**src/hw/rtl/keyed_word_hash_2_4_defines.svh**
```systemverilog
// Assertion macros used by the top-level RTL file of the keyed word hash.
`ifndef KEYED_WORD_HASH_2_4_DEFINES_SVH
`define KEYED_WORD_HASH_2_4_DEFINES_SVH
`ifndef NO_ASSERTIONS
// Checked only while out of reset.
`define KH_ASSERT(lbl, prop) \
	lbl: assert property (@(posedge clk) disable iff (!arst_n) prop) \
		else $error("keyed word hash assertion failed");
// Checked at every edge, reset included.
`define KH_ASSERT_ALWAYS(lbl, prop) \
	lbl: assert property (@(posedge clk) prop) \
		else $error("keyed word hash assertion failed");
`else
`define KH_ASSERT(lbl, prop)
`define KH_ASSERT_ALWAYS(lbl, prop)
`endif
`endif

```
**src/hw/rtl/khash_pkg.sv**
```systemverilog
`timescale 1ns / 1ps
package khash_pkg;

	localparam logic [31:0] LANE_C0     = 32'h7073_6575;
	localparam logic [31:0] LANE_C1     = 32'h6e64_6f6d;
	localparam logic [31:0] LANE_C2     = 32'h6e65_7261;
	localparam logic [31:0] LANE_C3     = 32'h7974_6573;
	localparam logic [31:0] FINAL_MARK  = 32'h0000_00FF;
	localparam logic [31:0] KEY_A_RESET = 32'h3332_3130;
	localparam logic [31:0] KEY_B_RESET = 32'h4241_3938;

	// Register index taken from paddr[2].
	localparam logic REG_KEY_A = 1'b0;
	localparam logic REG_KEY_B = 1'b1;

	localparam int NUM_STAGES  = 6;
	localparam int COMP_ROUNDS = 2;

	typedef logic [3:0][31:0] lanes_t;

	typedef struct packed {
		lanes_t      lanes;
		logic [31:0] msg;
	} stage_t;

	function automatic lanes_t sip_round(input lanes_t l_in);
		lanes_t l;
		l = l_in;
		l[0] = l[0] + l[1];
		l[1] = {l[1][26:0], l[1][31:27]};
		l[1] = l[1] ^ l[0];
		l[0] = {l[0][15:0], l[0][31:16]};
		l[2] = l[2] + l[3];
		l[3] = {l[3][23:0], l[3][31:24]};
		l[3] = l[3] ^ l[2];
		l[0] = l[0] + l[3];
		l[3] = {l[3][24:0], l[3][31:25]};
		l[3] = l[3] ^ l[0];
		l[2] = l[2] + l[1];
		l[1] = {l[1][18:0], l[1][31:19]};
		l[1] = l[1] ^ l[2];
		l[2] = {l[2][15:0], l[2][31:16]};
		return l;
	endfunction

endpackage

```
**src/hw/rtl/keyed_word_hash_2_4.sv**
```systemverilog
`timescale 1ns / 1ps
// Channel  | Handshake            | Payload
// config   | psel penable pwrite  | paddr[2:0] pwdata prdata (pready tied high)
// in       | in_valid in_ready    | message_word[31:0]
// out      | out_valid out_ready  | hash_value[31:0] bucket_index[15:0]
//
// One beat is accepted per cycle while in_ready is high; six pipeline stages,
// one hash round each, lie between acceptance and out_valid.
// Each stage holds its beat while the next one is full, so a stall at the
// output fills the pipeline and in_ready drops only once all stages are full.
// Reset empties all stages and loads the key registers with their defaults.
`include "keyed_word_hash_2_4_defines.svh"
module keyed_word_hash_2_4 import khash_pkg::*; (
	input  logic        clk,
	input  logic        arst_n,
	input  logic        psel,
	input  logic        penable,
	input  logic        pwrite,
	input  logic [2:0]  paddr,
	input  logic [31:0] pwdata,
	output logic [31:0] prdata,
	output logic        pready,
	input  logic        in_valid,
	output logic        in_ready,
	input  logic [31:0] message_word,
	output logic        out_valid,
	input  logic        out_ready,
	output logic [31:0] hash_value,
	output logic [15:0] bucket_index
);

	logic [31:0] key_a;
	logic [31:0] key_b;

	logic   stg_vld [NUM_STAGES];
	logic   stg_rdy [NUM_STAGES+1];
	stage_t stg_in  [NUM_STAGES];
	stage_t stg_out [NUM_STAGES];

	khash_cfg u_cfg (
		.clk     (clk),
		.arst_n  (arst_n),
		.psel    (psel),
		.penable (penable),
		.pwrite  (pwrite),
		.paddr   (paddr),
		.pwdata  (pwdata),
		.prdata  (prdata),
		.pready  (pready),
		.key_a   (key_a),
		.key_b   (key_b)
	);

	// Lane setup: start constants mixed with the keys, message into lane three.
	always_comb begin
		stg_in[0].lanes[0] = LANE_C0 ^ key_a;
		stg_in[0].lanes[1] = LANE_C1 ^ key_b;
		stg_in[0].lanes[2] = LANE_C2 ^ key_a;
		stg_in[0].lanes[3] = LANE_C3 ^ key_b ^ message_word;
		stg_in[0].msg      = message_word;
	end

	genvar k;
	generate
		for (k = 1; k < NUM_STAGES; k++) begin : g_link
			if (k == COMP_ROUNDS) begin : g_fin
				// End of compression: message into lane zero, final mark into lane two.
				always_comb begin
					stg_in[k]          = stg_out[k-1];
					stg_in[k].lanes[0] = stg_out[k-1].lanes[0] ^ stg_out[k-1].msg;
					stg_in[k].lanes[2] = stg_out[k-1].lanes[2] ^ FINAL_MARK;
				end
			end else begin : g_pass
				assign stg_in[k] = stg_out[k-1];
			end
		end

		for (k = 0; k < NUM_STAGES; k++) begin : g_stage
			khash_stage u_stage (
				.clk       (clk),
				.arst_n    (arst_n),
				.in_valid  ((k == 0) ? in_valid : stg_vld[(k == 0) ? 0 : k-1]),
				.in_ready  (stg_rdy[k]),
				.in_data   (stg_in[k]),
				.out_valid (stg_vld[k]),
				.out_ready (stg_rdy[k+1]),
				.out_data  (stg_out[k])
			);
		end
	endgenerate

	assign stg_rdy[NUM_STAGES] = out_ready;
	assign in_ready            = stg_rdy[0];
	assign out_valid           = stg_vld[NUM_STAGES-1];

	always_comb begin
		hash_value   = stg_out[NUM_STAGES-1].lanes[0] ^ stg_out[NUM_STAGES-1].lanes[1]
			^ stg_out[NUM_STAGES-1].lanes[2] ^ stg_out[NUM_STAGES-1].lanes[3];
		bucket_index = hash_value[31:16] ^ hash_value[15:0];
	end

	`KH_ASSERT(a_accept_fills_first, (in_valid && in_ready) |=> stg_vld[0])
	`KH_ASSERT(a_first_holds, (stg_vld[0] && !stg_rdy[1]) |=> (stg_vld[0] && $stable(stg_out[0])))
	`KH_ASSERT(a_key_a_write, (psel && penable && pwrite && (paddr[2] == REG_KEY_A)) |=> (key_a == $past(pwdata)))
	`KH_ASSERT_ALWAYS(a_ready_when_empty, (!stg_vld[0]) |-> in_ready)

endmodule

```
**src/hw/rtl/khash_cfg.sv**
```systemverilog
`timescale 1ns / 1ps
module khash_cfg import khash_pkg::*; (
	input  logic        clk,
	input  logic        arst_n,
	input  logic        psel,
	input  logic        penable,
	input  logic        pwrite,
	input  logic [2:0]  paddr,
	input  logic [31:0] pwdata,
	output logic [31:0] prdata,
	output logic        pready,
	output logic [31:0] key_a,
	output logic [31:0] key_b
);

	logic [31:0] key_a_q;
	logic [31:0] key_b_q;
	logic        wr_en;

	assign pready = 1'b1;
	assign wr_en  = psel && penable && pwrite;

	always_ff @(posedge clk or negedge arst_n) begin
		if (!arst_n) begin
			key_a_q <= KEY_A_RESET;
			key_b_q <= KEY_B_RESET;
		end else if (wr_en) begin
			case (paddr[2])
				REG_KEY_A: key_a_q <= pwdata;
				REG_KEY_B: key_b_q <= pwdata;
				default:   key_a_q <= key_a_q;
			endcase
		end
	end

	always_comb begin
		case (paddr[2])
			REG_KEY_A: prdata = key_a_q;
			REG_KEY_B: prdata = key_b_q;
			default:   prdata = '0;
		endcase
	end

	assign key_a = key_a_q;
	assign key_b = key_b_q;

endmodule

```
**src/hw/rtl/khash_stage.sv**
```systemverilog
`timescale 1ns / 1ps
module khash_stage import khash_pkg::*; (
	input  logic   clk,
	input  logic   arst_n,
	input  logic   in_valid,
	output logic   in_ready,
	input  stage_t in_data,
	output logic   out_valid,
	input  logic   out_ready,
	output stage_t out_data
);

	logic   vld_s;
	stage_t pay_s;

	// The stage takes a new beat whenever it is empty or its beat moves on.
	assign in_ready = !vld_s || out_ready;

	always_ff @(posedge clk or negedge arst_n) begin
		if (!arst_n) begin
			vld_s <= 1'b0;
		end else if (in_ready) begin
			vld_s <= in_valid;
		end
	end

	always_ff @(posedge clk) begin
		if (in_ready && in_valid) begin
			pay_s.lanes <= sip_round(in_data.lanes);
			pay_s.msg   <= in_data.msg;
		end
	end

	assign out_valid = vld_s;
	assign out_data  = pay_s;

endmodule

```
**config.mk**
```make
export PLATFORM = sky130hd
export DESIGN_NAME = keyed_word_hash_2_4
export DESIGN_NICKNAME = d
export VERILOG_FILES = /design/src/hw/rtl/khash_pkg.sv /design/src/hw/rtl/keyed_word_hash_2_4.sv /design/src/hw/rtl/khash_cfg.sv /design/src/hw/rtl/khash_stage.sv
export VERILOG_INCLUDE_DIRS = /design/src /design/src/hw/rtl
export SDC_FILE = /design/constraint.sdc
export NUM_CORES = 2
export LEC_CHECK = 0
export BUFFER_PORTS_ARGS = -buffer_cell sky130_fd_sc_hd__buf_4
export CELL_PAD_IN_SITES_DETAIL_PLACEMENT = 0
export CELL_PAD_IN_SITES_GLOBAL_PLACEMENT = 1
export CORE_ASPECT_RATIO = 0.8
export CORE_MARGIN = 2
export CORE_UTILIZATION = 47
export CTS_CLUSTER_DIAMETER = 30
export DETAILED_ROUTE_END_ITERATION = 7
export GPL_TIMING_DRIVEN = 0
export HOLD_SLACK_MARGIN = 0.03
export PLACE_DENSITY = 0.88
export SKIP_LAST_GASP = 1
export SYNTH_ARGS = -nofsm -noshare
export SYNTH_HDL_FRONTEND = slang
export SYNTH_SLANG_ARGS = --single-unit
```
**constraint.sdc**
```tcl
create_clock -name clk -period 11.4 [get_ports clk]
set_input_delay 2.28 -clock clk [delete_from_list [all_inputs] [get_ports clk]]
set_output_delay 2.28 -clock clk [all_outputs]
set_load 0.03 [all_outputs]
```
==> impl.org <==
** Status
- The flow ran to the end, and the final reports show no timing, DRC or antenna violations.

** Worst hold path
- Counting instances, the worst hold path has a depth of 0.
- Type of the worst min-delay path :: reg2reg

** Global routing
- The initial antenna violation count was 9.
- Maximum number of pins on one net before global-route repair :: 78
- Total track usage :: 0.340
- The first global-routing pass estimated 385000 um of wire.
- Overall overflow remaining after global route :: 0
- Via count of the first global-routing pass :: 54219

** CTS
- Clock network latency to the later pin of the worst-skew pair :: 840 ps
- Max clock buf depth :: 3
- TritonCTS created 190 clock buffers.
- The tree is rooted in a clkbuf_16.
- The number of hold buffers added after CTS was 0.
- Clock transition at the registers of the reported paths :: 50 ps
- The H-tree was split into 4 levels.
- Total of cells resized after clock tree synthesis :: 0
- Counting every sink on the clock net gives 902.
- Post-CTS timing repair inserted 0 buffers for setup.
- TritonCTS built the clock tree.

** Drt
- Iter 0 DRT Violations :: 8292
- Wire per inst :: 29.0 um
- DRT Pass-1 Iters :: 6
- In the routed layout, each cell is associated on average with a via count of 6.18.
- Number of nets still failing antenna checks after routing :: 0
- After detailed routing, the number of remaining DRC violations is 0.
- Vias :: 58534
- After detailed routing, the total wire length is 275000 um.

** Timing
- The count of final hold-check violations came to 0.
- Of the available clock period, the critical path in the final layout requires 0.753.
- For the pin with the worst max-slew slack, the measured transition is 1290 ps.
- Final Skew :: 48.8 ps
- The worst path needs 8580 ps of the cycle, external delays included.
- For this run, the top clock speed supported by timing is 117 MHz.
- Setup-violating endpoint count in the final report :: 0
- The number of slew-limit violations in the final report came to 0.
- Measured against its own limit, the worst slew margin works out to 0.132.
- Setup repair after global routing left no endpoint under its margin.

** Logic synthesis
- Async SR Flop Fraction :: 0.0776
- Flip-flop and latch count after synthesis :: 902
- The most used flip-flop cell after synthesis is edfxtp_1.
- Mapped Area :: 0.0724 mm^2
- Post-synth EDFFs :: 832
- The share of the Yosys chip area taken by registers is 0.369.
- Warnings, synthesis :: 0
- Of all cell types, the one taking the most synthesized area is edfxtp_1.
- Averaged over all synthesized cells, the footprint is 10.5 um^2.
- Area share of the largest cell type after synthesis :: 0.345
- Top cells by area, synth :: edfxtp_1, ha_1, xor2_1, xnor2_1, a21oi_1
- The number of nets handed over by synthesis was 7774.
- In this run, distinct cell masters in the synthesized netlist total 103.
- Cell count after synthesis :: 6931

** Critical path
- For the worst setup path, the data arrival time is 9130 ps.
- Cell family contributing the most delay on the critical path :: compound AO/OA/AOI/OAI gates
- The worst register-to-register path has a depth of 27.
- Slowest CP cell :: xor2_1
- Worst setup path category :: in2reg
- Worst-path maximum fanout :: 5
- Number of buffers and inverters on the critical path :: 2
- Crit-path max cell delay :: 570 ps
- The critical path crosses 26 cells after its start point.
- Required time of the critical path :: 11950 ps
- Crit start category :: primary input
- The worst setup path is captured at a register.

** Floorplan
- Core Footprint :: 0.153 mm^2
- For this configuration, the core starts out at a cell density of 0.475.
- Die Height :: 355 um
- The die covers 0.157 mm^2.
- Cell Rows :: 128
- IO Count :: 157
- Width of the chip :: 443 um

** Finish
- Area added between synthesis and finish :: 15.1%
- Most common cell after layout, fill and taps aside :: xor2_1
- In the final design database the tool counted 8136 nets.
- Final non-filler cell area :: 0.0834 mm^2
- In the layout the commonest cells are xor2_1, edfxtp_1, ha_1.
- Fraction of final layout cells sized beyond drive strength 1 :: 0.0907

** Place
- Port buffering added 153 buffers.
- At the end of routability-driven placement, the weighted congestion stood at 1.03.
- After detailed placement, the total cell area comes to 0.0765 mm^2.
- Detailed placement finished with a half-perimeter wire length of 233000 um.

** Job
- Max-capacitance violation count :: 0
[metal layers]
layer | share of wire | GRT usage | vias up
li1 | - | - | 26351
met1 | 0.43 | 0.493 | 28547
met2 | 0.41 | 0.493 | 3130
met3 | 0.11 | 0.0813 | 504
met4 | 0.038 | 0.120 | 2
met5 | 0.000051 | 0 | -
[through the flow]
step | util | hold WS (ps) | TNS, ps | setup WS (ps) | instances
6_report | 0.546 | 403 | 0 | 2820 | 9478
5_1_grt | 0.546 | 419 | 0 | 2800 | 9473
4_1_cts | 0.546 | 417 | 0 | 3160 | 9471
3_5_place_dp | 0.502 | 405 | 0 | 2320 | 9116
3_3_place_gp | 0.499 | 404 | -119400 | -934 | 9099
2_1_floorplan | - | 400 | 0 | 1930 | 6931
[path summary, 6_finish.rpt]
kind	startpoint	to	slack [ps]
worst max-delay path	message_word[0]	g_stage[0].u_stage.out_data[159]	2820
worst min-delay path	g_stage[0].u_stage.out_data[28]	g_stage[1].u_stage.out_data[28]	400
worst max register to register	g_stage[2].u_stage.out_data[96]	g_stage[3].u_stage.out_data[159]	3430
worst min register to register	g_stage[0].u_stage.out_data[28]	g_stage[1].u_stage.out_data[28]	400
max in group asynchronous	arst_n	u_cfg.key_b[24]	9180
min in group asynchronous	arst_n	u_cfg.key_b[15]	1620
[sequential cells by signal, summed over array words and instances, names as in the netlist]
name and count:
g_stage.u_stage.out_data 832, u_cfg.key_a 32, g_stage.u_stage.out_valid 6, u_cfg.key_b 32
[cell families after synthesis]
| family | synth area share |
|---|---|
| other | 0.0000518 |
| buffers and inverters | 0.0177 |
| muxes | 0.0117 |
| adders and majority gates | 0.135 |
| AOI/OAI and AO/OA | 0.176 |
| xor gates and xnor gates | 0.207 |
| DFF | 0.369 |
| and+or+nand+nor | 0.0827 |
[synthesized netlist by cell type (36+ instances only)]
cell type / instances
edfxtp_1: 832
ha_1: 745
nor2b_1: 88
o21ai_0: 308
and3_1: 69
nor2_1: 333
o21bai_1: 108
a211oi_1: 64
a31oi_1: 64
nand2b_1: 75
o21a_1: 110
a21oi_1: 604
nand3_1: 110
and2_1: 36
a21o_1: 357
xor2_1: 939
mux2_2: 72
nand2_1: 282
nor3_1: 82
nand4_1: 36
dfrtp_1: 47
clkbuf_1: 47
xnor2_1: 685
inv_1: 283
[final cells by class]
class	count	area [um^2]
fill	13203	69200
multi-input combinational	5690	44400
sequential	902	26800
clock buffer	207	4910
tap	2015	2520
clock inverter	148	1930
timing repair buffer	170	1540
inverter	283	1060
buffer	56	219
antenna	7	17.5
Power is not shown: default switching activity piles up to over one toggle a cycle in this logic, so the estimate is an artifact.
